===== src/hdl/tcaq_pkg.sv =====
// shared codes for the two-class age-ordered queue
package tcaq_pkg;

	// command codes
	localparam logic [1:0] CMD_ENQUEUE    = 2'd0;
	localparam logic [1:0] CMD_DEQ_OLDEST = 2'd1;
	localparam logic [1:0] CMD_DEQ_B      = 2'd2;
	localparam logic [1:0] CMD_DEQ_A      = 2'd3;

	// class codes on the request side
	localparam logic [1:0] CLASS_A = 2'd0;
	localparam logic [1:0] CLASS_B = 2'd1;

	// class code on the result side
	localparam logic CLASS_OUT_A = 1'b0;
	localparam logic CLASS_OUT_B = 1'b1;

	// status codes
	localparam logic [1:0] STS_OK        = 2'd0;
	localparam logic [1:0] STS_EMPTY     = 2'd1;
	localparam logic [1:0] STS_BAD_CLASS = 2'd2;
	localparam logic [1:0] STS_FULL      = 2'd3;

endpackage


===== src/hdl/tcaq_if.sv =====
// request and result channel interfaces of the two-class age-ordered queue
interface tcaq_cmd_if #(
	parameter int PAYLOAD_BITS = 16
);
	logic                    valid;
	logic                    ready;
	logic [1:0]              command;
	logic [1:0]              item_class;
	logic [PAYLOAD_BITS-1:0] payload;

	modport source (output valid, command, item_class, payload, input ready);
	modport sink   (input valid, command, item_class, payload, output ready);
endinterface

interface tcaq_res_if #(
	parameter int PAYLOAD_BITS = 16
);
	logic                    valid;
	logic                    ready;
	logic [1:0]              status;
	logic [PAYLOAD_BITS-1:0] payload_out;
	logic                    class_out;
	logic                    all_empty;
	logic                    class_b_empty;
	logic                    class_a_empty;

	modport source (output valid, status, payload_out, class_out, all_empty,
		class_b_empty, class_a_empty, input ready);
	modport sink   (input valid, status, payload_out, class_out, all_empty,
		class_b_empty, class_a_empty, output ready);
endinterface


===== src/hdl/tcaq_ram.sv =====
// generic single-port-write, single-port-read ram with registered read data
module tcaq_ram #(
	parameter int WIDTH = 48,
	parameter int DEPTH = 16
) (
	input  logic                     clk,
	input  logic                     wr_en,
	input  logic [$clog2(DEPTH)-1:0] wr_addr,
	input  logic [WIDTH-1:0]         wr_data,
	input  logic [$clog2(DEPTH)-1:0] rd_addr,
	output logic [WIDTH-1:0]         rd_data
);

	logic [WIDTH-1:0] mem [DEPTH];

	// write port
	always_ff @(posedge clk) begin
		if (wr_en) begin
			mem[wr_addr] <= wr_data;
		end
	end

	// registered read port
	always_ff @(posedge clk) begin
		rd_data <= mem[rd_addr];
	end

endmodule


===== src/hdl/two_class_age_ordered_queue.sv =====
// two-class age-ordered queue: top level
// Holds two FIFOs, class A and class B, each QUEUE_DEPTH entries deep, in
// two RAMs. Every entry carries a payload handle and an arrival stamp from
// a shared counter that steps on each successful enqueue.
// Request channel (cmd): command, item_class, payload. Commands are enqueue
// to a class, dequeue the oldest entry of either class (tie goes to class
// B), dequeue class B and dequeue class A.
// Result channel (res): exactly one result per request, with status, the
// dequeued payload and its class (zero when nothing left the queue) and the
// empty flags as they stand after the request.
// Timing: a request is taken in the idle cycle, the RAMs read both heads in
// that cycle, and the next cycle decides; once the output register is free,
// it writes back and loads the result register. A new request is taken only
// after the previous one has been written back, since each read-modify-write
// needs the registered RAM read ahead of it.
// When the receiver stalls, the finished result waits in the output
// register; the next request is still taken, and its result waits in the
// decide cycle until the output register frees up.
// Reset empties both queues and clears the stamp counter; RAM contents are
// left as they are, since only entries between head and tail are ever used.
module two_class_age_ordered_queue #(
	parameter int QUEUE_DEPTH  = 16,
	parameter int PAYLOAD_BITS = 16,
	parameter int STAMP_BITS   = 32
) (
	input  logic  clk,
	input  logic  arst_n,
	tcaq_cmd_if.sink   cmd,
	tcaq_res_if.source res
);

	localparam int IDX_W = $clog2(QUEUE_DEPTH);
	localparam int ENT_W = PAYLOAD_BITS + STAMP_BITS;
	localparam logic [IDX_W-1:0] LAST_IDX = IDX_W'(QUEUE_DEPTH - 1);

	localparam logic ST_IDLE = 1'b0;
	localparam logic ST_EXEC = 1'b1;

	logic state_q;

	// request captured at acceptance
	logic [1:0]              command_s1;
	logic [1:0]              item_class_s1;
	logic [PAYLOAD_BITS-1:0] payload_s1;

	// queue pointers: index plus lap bit
	logic [IDX_W-1:0] a_head_q, a_tail_q, b_head_q, b_tail_q;
	logic             a_head_lap_q, a_tail_lap_q, b_head_lap_q, b_tail_lap_q;
	logic [STAMP_BITS-1:0] arrival_q;

	// result register
	logic                    res_valid_q;
	logic [1:0]              status_q;
	logic [PAYLOAD_BITS-1:0] payload_out_q;
	logic                    class_out_q;
	logic                    a_empty_q, b_empty_q;

	logic [ENT_W-1:0] a_rd_data, b_rd_data, wr_data;
	logic             a_wr_en, b_wr_en;

	logic a_empty, b_empty, a_full, b_full;
	logic enq_a, enq_b, deq_a, deq_b;
	logic [1:0] status_c;
	logic a_older;
	logic [STAMP_BITS-1:0] stamp_diff;
	logic fire;

	logic [IDX_W-1:0] a_head_nxt, a_tail_nxt, b_head_nxt, b_tail_nxt;
	logic             a_head_lap_nxt, a_tail_lap_nxt, b_head_lap_nxt, b_tail_lap_nxt;
	logic             a_empty_after, b_empty_after;
	logic [PAYLOAD_BITS-1:0] payload_out_c;
	logic                    class_out_c;

	assign cmd.ready = (state_q == ST_IDLE);
	assign fire      = (state_q == ST_EXEC) && (!res_valid_q || res.ready);

	// head entries of both classes, read while idle
	tcaq_ram #(.WIDTH(ENT_W), .DEPTH(QUEUE_DEPTH)) u_ram_a (
		.clk     (clk),
		.wr_en   (a_wr_en),
		.wr_addr (a_tail_q),
		.wr_data (wr_data),
		.rd_addr (a_head_q),
		.rd_data (a_rd_data)
	);

	tcaq_ram #(.WIDTH(ENT_W), .DEPTH(QUEUE_DEPTH)) u_ram_b (
		.clk     (clk),
		.wr_en   (b_wr_en),
		.wr_addr (b_tail_q),
		.wr_data (wr_data),
		.rd_addr (b_head_q),
		.rd_data (b_rd_data)
	);

	// occupancy from pointers
	assign a_empty = (a_head_q == a_tail_q) && (a_head_lap_q == a_tail_lap_q);
	assign b_empty = (b_head_q == b_tail_q) && (b_head_lap_q == b_tail_lap_q);
	assign a_full  = (a_head_q == a_tail_q) && (a_head_lap_q != a_tail_lap_q);
	assign b_full  = (b_head_q == b_tail_q) && (b_head_lap_q != b_tail_lap_q);

	// wrap-safe age compare of the two head stamps
	assign stamp_diff = a_rd_data[STAMP_BITS-1:0] - b_rd_data[STAMP_BITS-1:0];
	assign a_older    = stamp_diff[STAMP_BITS-1];

	// decode the request
	always_comb begin
		enq_a    = 1'b0;
		enq_b    = 1'b0;
		deq_a    = 1'b0;
		deq_b    = 1'b0;
		status_c = tcaq_pkg::STS_OK;
		case (command_s1)
			tcaq_pkg::CMD_ENQUEUE: begin
				if (item_class_s1 == tcaq_pkg::CLASS_A) begin
					if (a_full) status_c = tcaq_pkg::STS_FULL;
					else enq_a = 1'b1;
				end else if (item_class_s1 == tcaq_pkg::CLASS_B) begin
					if (b_full) status_c = tcaq_pkg::STS_FULL;
					else enq_b = 1'b1;
				end else begin
					status_c = tcaq_pkg::STS_BAD_CLASS;
				end
			end
			tcaq_pkg::CMD_DEQ_OLDEST: begin
				if (!a_empty && !b_empty) begin
					deq_a = a_older;
					deq_b = !a_older;
				end else if (!a_empty) begin
					deq_a = 1'b1;
				end else if (!b_empty) begin
					deq_b = 1'b1;
				end else begin
					status_c = tcaq_pkg::STS_EMPTY;
				end
			end
			tcaq_pkg::CMD_DEQ_B: begin
				if (b_empty) status_c = tcaq_pkg::STS_EMPTY;
				else deq_b = 1'b1;
			end
			tcaq_pkg::CMD_DEQ_A: begin
				if (a_empty) status_c = tcaq_pkg::STS_EMPTY;
				else deq_a = 1'b1;
			end
			default: status_c = tcaq_pkg::STS_EMPTY;
		endcase
	end

	// ram write of a new entry
	assign wr_data = {payload_s1, arrival_q};
	assign a_wr_en = fire && enq_a;
	assign b_wr_en = fire && enq_b;

	// pointer advance with lap toggle at wrap
	always_comb begin
		a_head_nxt     = a_head_q;
		a_head_lap_nxt = a_head_lap_q;
		a_tail_nxt     = a_tail_q;
		a_tail_lap_nxt = a_tail_lap_q;
		b_head_nxt     = b_head_q;
		b_head_lap_nxt = b_head_lap_q;
		b_tail_nxt     = b_tail_q;
		b_tail_lap_nxt = b_tail_lap_q;
		if (deq_a) begin
			a_head_nxt     = (a_head_q == LAST_IDX) ? '0 : a_head_q + 1'b1;
			a_head_lap_nxt = a_head_lap_q ^ (a_head_q == LAST_IDX);
		end
		if (enq_a) begin
			a_tail_nxt     = (a_tail_q == LAST_IDX) ? '0 : a_tail_q + 1'b1;
			a_tail_lap_nxt = a_tail_lap_q ^ (a_tail_q == LAST_IDX);
		end
		if (deq_b) begin
			b_head_nxt     = (b_head_q == LAST_IDX) ? '0 : b_head_q + 1'b1;
			b_head_lap_nxt = b_head_lap_q ^ (b_head_q == LAST_IDX);
		end
		if (enq_b) begin
			b_tail_nxt     = (b_tail_q == LAST_IDX) ? '0 : b_tail_q + 1'b1;
			b_tail_lap_nxt = b_tail_lap_q ^ (b_tail_q == LAST_IDX);
		end
	end

	assign a_empty_after = (a_head_nxt == a_tail_nxt) && (a_head_lap_nxt == a_tail_lap_nxt);
	assign b_empty_after = (b_head_nxt == b_tail_nxt) && (b_head_lap_nxt == b_tail_lap_nxt);

	// dequeued handle and class, zero when nothing leaves
	always_comb begin
		payload_out_c = '0;
		class_out_c   = tcaq_pkg::CLASS_OUT_A;
		if (deq_a) begin
			payload_out_c = a_rd_data[ENT_W-1:STAMP_BITS];
		end else if (deq_b) begin
			payload_out_c = b_rd_data[ENT_W-1:STAMP_BITS];
			class_out_c   = tcaq_pkg::CLASS_OUT_B;
		end
	end

	// control: sequencer, pointers, counter, result valid
	always_ff @(posedge clk or negedge arst_n) begin
		if (!arst_n) begin
			state_q      <= ST_IDLE;
			a_head_q     <= '0;
			a_tail_q     <= '0;
			b_head_q     <= '0;
			b_tail_q     <= '0;
			a_head_lap_q <= 1'b0;
			a_tail_lap_q <= 1'b0;
			b_head_lap_q <= 1'b0;
			b_tail_lap_q <= 1'b0;
			arrival_q    <= '0;
			res_valid_q  <= 1'b0;
		end else begin
			if (cmd.valid && cmd.ready) begin
				state_q <= ST_EXEC;
			end else if (fire) begin
				state_q <= ST_IDLE;
			end
			if (fire) begin
				a_head_q     <= a_head_nxt;
				a_tail_q     <= a_tail_nxt;
				b_head_q     <= b_head_nxt;
				b_tail_q     <= b_tail_nxt;
				a_head_lap_q <= a_head_lap_nxt;
				a_tail_lap_q <= a_tail_lap_nxt;
				b_head_lap_q <= b_head_lap_nxt;
				b_tail_lap_q <= b_tail_lap_nxt;
				if (enq_a || enq_b) begin
					arrival_q <= arrival_q + 1'b1;
				end
				res_valid_q <= 1'b1;
			end else if (res.ready) begin
				res_valid_q <= 1'b0;
			end
		end
	end

	// request capture
	always_ff @(posedge clk) begin
		if (cmd.valid && cmd.ready) begin
			command_s1    <= cmd.command;
			item_class_s1 <= cmd.item_class;
			payload_s1    <= cmd.payload;
		end
	end

	// result payload
	always_ff @(posedge clk) begin
		if (fire) begin
			status_q      <= status_c;
			payload_out_q <= payload_out_c;
			class_out_q   <= class_out_c;
			a_empty_q     <= a_empty_after;
			b_empty_q     <= b_empty_after;
		end
	end

	assign res.valid         = res_valid_q;
	assign res.status        = status_q;
	assign res.payload_out   = payload_out_q;
	assign res.class_out     = class_out_q;
	assign res.all_empty     = a_empty_q && b_empty_q;
	assign res.class_b_empty = b_empty_q;
	assign res.class_a_empty = a_empty_q;

endmodule


===== src/flat_wrapper.sv =====
// flat-port wrapper written by rule: the top's interface ports become plain ports
module two_class_age_ordered_queue_flat 
#(
	parameter int QUEUE_DEPTH  = 16,
	parameter int PAYLOAD_BITS = 16,
	parameter int STAMP_BITS   = 32
)
  (clk, arst_n, cmd_valid, cmd_command, cmd_item_class, cmd_payload, cmd_ready, res_valid, res_status, res_payload_out, res_class_out, res_all_empty, res_class_b_empty, res_class_a_empty, res_ready);
  tcaq_cmd_if #(.PAYLOAD_BITS(PAYLOAD_BITS)) cmd_i ();
  tcaq_res_if #(.PAYLOAD_BITS(PAYLOAD_BITS)) res_i ();
  input  logic clk;
  input  logic arst_n;
  input wire logic [$bits(cmd_i.valid)-1:0] cmd_valid;
  input wire logic [$bits(cmd_i.command)-1:0] cmd_command;
  input wire logic [$bits(cmd_i.item_class)-1:0] cmd_item_class;
  input wire logic [$bits(cmd_i.payload)-1:0] cmd_payload;
  output wire logic [$bits(cmd_i.ready)-1:0] cmd_ready;
  output wire logic [$bits(res_i.valid)-1:0] res_valid;
  output wire logic [$bits(res_i.status)-1:0] res_status;
  output wire logic [$bits(res_i.payload_out)-1:0] res_payload_out;
  output wire logic [$bits(res_i.class_out)-1:0] res_class_out;
  output wire logic [$bits(res_i.all_empty)-1:0] res_all_empty;
  output wire logic [$bits(res_i.class_b_empty)-1:0] res_class_b_empty;
  output wire logic [$bits(res_i.class_a_empty)-1:0] res_class_a_empty;
  input wire logic [$bits(res_i.ready)-1:0] res_ready;
  assign cmd_i.valid = cmd_valid;
  assign cmd_i.command = cmd_command;
  assign cmd_i.item_class = cmd_item_class;
  assign cmd_i.payload = cmd_payload;
  assign cmd_ready = cmd_i.ready;
  assign res_valid = res_i.valid;
  assign res_status = res_i.status;
  assign res_payload_out = res_i.payload_out;
  assign res_class_out = res_i.class_out;
  assign res_all_empty = res_i.all_empty;
  assign res_class_b_empty = res_i.class_b_empty;
  assign res_class_a_empty = res_i.class_a_empty;
  assign res_i.ready = res_ready;
  two_class_age_ordered_queue #(.QUEUE_DEPTH(QUEUE_DEPTH), .PAYLOAD_BITS(PAYLOAD_BITS), .STAMP_BITS(STAMP_BITS)) u_core (.clk(clk), .arst_n(arst_n), .cmd(cmd_i), .res(res_i));
endmodule

===== config.mk =====
export PLATFORM = sky130hd
export DESIGN_NAME = two_class_age_ordered_queue_flat
export DESIGN_NICKNAME = d
export VERILOG_FILES = /design/src/hdl/tcaq_pkg.sv /design/src/hdl/tcaq_if.sv /design/src/hdl/tcaq_ram.sv /design/src/hdl/two_class_age_ordered_queue.sv /design/src/flat_wrapper.sv
export SDC_FILE = /design/constraint.sdc
export NUM_CORES = 2
export LEC_CHECK = 0
export ABC_AREA = 1
export BUFFER_PORTS_ARGS = -buffer_cell sky130_fd_sc_hd__buf_4
export CORE_MARGIN = 4
export CORE_UTILIZATION = 35
export CTS_BUF_LIST = sky130_fd_sc_hd__clkbuf_4
export DETAILED_ROUTE_END_ITERATION = 16
export PLACE_DENSITY_LB_ADDON = 0.05
export SLEW_MARGIN = 30
export SYNTH_ARGS = -nofsm -noshare
export SYNTH_HDL_FRONTEND = slang
export SYNTH_SLANG_ARGS = --single-unit

===== constraint.sdc =====
create_clock -name clk -period 4.16 [get_ports clk]
set_input_delay 0.208 -clock clk [delete_from_list [all_inputs] [get_ports clk]]
set_output_delay 0.208 -clock clk [all_outputs]
set_load 0.01 [all_outputs]

==> results.json <==
{
  "avgSynthCellArea_um2": 13.4,
  "use_met1_pct": 29.5,
  "dpl_cell_area_um2": 71100,
  "relSlewSlack_pct": 27.1,
  "core-area_um2": 190000,
  "vias": 43397,
  "fin_area_um2": 77800,
  "met2_usage_pct": 33.8,
  "synthDistinctLibCells": 47,
  "grt_pass1_vias": 43623,
  "clock_sinks": 1727,
  "root_buffer": "clkbuf_4",
  "ant_nets": 0,
  "end_kind": "flop",
  "clk_latency_ns": 1.42,
  "setup_tns_ns": 0,
  "syn_to_final_growth_pct": 16.3,
  "cts_hold_buffers": 69,
  "drtIter0Drc": 3220,
  "synth_flop_cell": "edfxtp_1",
  "fin_crit_ns": 3.18,
  "path_class": "input pin to flop",
  "max_freq_ghz": 0.315,
  "dieHeight_um": 445,
  "synth_edf_count": 1577,
  "p_leak_nw": 26.3,
  "vias_per_cell": 5.22,
  "worstMarginPinSlew_ns": 1.09,
  "syn_nets": 5071,
  "setup_ws_ns": 0.982,
  "grt_max_degree": 163,
  "ys.warnings.count": 0,
  "final_nets": 5508,
  "post-route-util_pct": 40.9,
  "report.final.setup_viol": 0,
  "fin_worst_skew_ns": 0.0837,
  "rsz0062_at_grt": "false",
  "num_io_pins": 48,
  "hpwl_um": 111000,
  "grt_pass1_wl_um": 306000,
  "post_cts_buffers": 0,
  "busiest_layer": "met2",
  "layout_commonest_cell": "edfxtp_1",
  "cts.path.max_buffers": 4,
  "cp_max_fo": 24,
  "ys_seq_area_share_pct": 75.7,
  "worst_setup_path_start_kind": "input pin",
  "die_x_um": 445,
  "critical_path_arrival_ns": 4.17,
  "finalMaxSlewViolations": 0,
  "dieArea_um2": 198000,
  "synth_seq_cells": 1727,
  "drive_gt1_share_pct": 17.8,
  "mostFrequentLayoutCells": "edfxtp_1, nor2_1, o21ai_0",
  "cts_tree": "yes",
  "synth-async-reset-ratio_pct": 3.13,
  "min_path_type": "input pin to flop",
  "hold_viol_final": 0,
  "drc": 0,
  "routed_wl_um": 212000,
  "crit_required_ns": 5.15,
  "antenna_found_initial": 6,
  "initial_core_util_pct": 35.2,
  "outcome": "completed",
  "vdd.ir_drop.worst_uv": 450,
  "fin_crit_sh_pct": 76.4,
  "htree_levels": 5,
  "num_rows": 160,
  "clk_pin_slew_worst_paths_ns": 0.07,
  "syn_area_um2": 66900,
  "track_usage_pct": 21.1,
  "wl_per_cell_um": 25.5,
  "pre_cts_ws_ns": 1.09,
  "syn_inst": 5001,
  "grt_use_met3_pct": 3.88,
  "cts_resized": 0,
  "cellPowerDensity_nw_per_um2": 657,
  "drv_cap": 0,
  "io_buffers": 47,
  "grt.overflow.total": 0,
  "dr.pass1.iters": 5,
  "cts_inserted_buffers": 476,
  "gp_congestion": 0.796
}
-- synth_stat cells (2+ instances only) --
master	n	share of area, %
edfxtp_1	1577	71
nor2_1	850	4.8
o21ai_0	806	6.0
nand2_1	356	2.0
clkbuf_1	291	1.6
o221ai_1	211	2.8
o22ai_1	173	1.6
nand3_1	150	1.1
inv_1	127	0.71
dfxtp_1	96	2.9
o211ai_1	77	0.86
dfrtp_1	54	2.0
ha_1	46	0.86
xor2_1	39	0.51
buf_1	19	0.11
nor3_1	19	0.14
a22o_1	16	0.21
a21oi_1	15	0.11
nand4_1	12	0.11
buf_2	9	0.067
nor4_1	9	0.084
inv_2	5	0.028
nand2_2	5	0.047
xnor2_1	5	0.065
buf_4	4	0.045
a21o_1	2	0.022
inv_4	2	0.019
nand2_4	2	0.034
nand3_2	2	0.030
nand3_4	2	0.052
nor2_4	2	0.034
nor3_4	2	0.049
nor3b_1	2	0.022
-- critical path, stage by stage --
cell and delay, ns:
dlygate4sd3_1 0.54, buf_4 0.10, dlygate4sd3_1 0.53, inv_1 0.04, dlygate4sd3_1 0.55, nand2_1 0.08, nand2_1 0.28, inv_1 0.31
nand3_2 0.27, inv_1 0.20, nand2_1 0.27, nor2_4 0.21, buf_4 0.54
-- per-layer routing --
layer,vias to the layer above,wire length [um]
met5,-,13
met4,2,3820
met3,284,10000
met2,1181,100000
met1,22093,98000
li1,19837,-
-- state kept, by name, indices dropped and copies added (netlist names), 2 cells and up --
signal	count
u_core.u_ram_a.mem	768
u_core.u_ram_b.mem	768
u_core.u_ram_a.rd_data	48
u_core.u_ram_b.rd_data	48
u_core.arrival_q	32
u_core.payload_s1	16
u_core.res.payload_out	16
u_core.a_head_q	4
u_core.a_tail_q	4
u_core.b_head_q	4
u_core.b_tail_q	4
u_core.command_s1	2
u_core.item_class_s1	2
u_core.res.status	2
-- per-stage QoR --
stage | hold slack [ns] | power, mW | cells
global placement | 0.366 | 36.6 | 7392
global route | 0.130 | 54.4 | 8306
floorplan | -0.0876 | 30.1 | 5001
finish | 0.249 | 51.1 | 8307
detailed placement | 0.371 | 36.6 | 7401
CTS | 0.0174 | 52.0 | 8302
-- report_power, final --
part,internal [mW],switching (mW)
Clock,8.03,7.07
Sequential,20.7,0.651
Combinational,3.95,10.7
-- path summary, 6_finish.rpt --
| check | to | depth (start not counted) | slack, ns | start |
|---|---|---|---|---|
| worst max-delay path | u_core.u_ram_b.mem[13][17]$_DFFE_PP_ | 13 | 0.98 | res_ready |
| worst min-delay path | u_core.state_q$_DFFE_PN0P_ | 5 | 0.25 | cmd_valid |
| worst max register to register | u_core.res.payload_out[6]$_DFFE_PP_ | 15 | 1.07 | u_core.u_ram_b.rd_data[22]$_DFF_P_ |
| worst min register to register | u_core.a_tail_lap_q$_DFFE_PN0P_ | 1 | 0.49 | u_core.a_tail_lap_q$_DFFE_PN0P_ |
| max in group asynchronous | u_core.b_head_q[2]$_DFFE_PN0P_ | 5 | 3.27 | arst_n |
| min in group asynchronous | u_core.arrival_q[10]$_DFFE_PN0P_ | 5 | 0.46 | arst_n |
-- cell type report --
class	count	area, um2
fill	18139	112000
sequential	1727	50700
multi-input combinational	2815	14800
clock buffer	717	5380
tap	2511	3140
timing repair buffer	283	2740
clock inverter	115	561
inverter	135	543
antenna	4	10.0
-- cells by family after synthesis --
logic type	Yosys count	share of synthesized area (%)
xor+xnor	44	0.576
fa+ha+maj	46	0.860
compound gates	1305	11.7
simple gates	1420	8.61
flops	1727	75.7
buf+inv	459	2.63
Note: power is estimated with default switching activity, not from simulation.
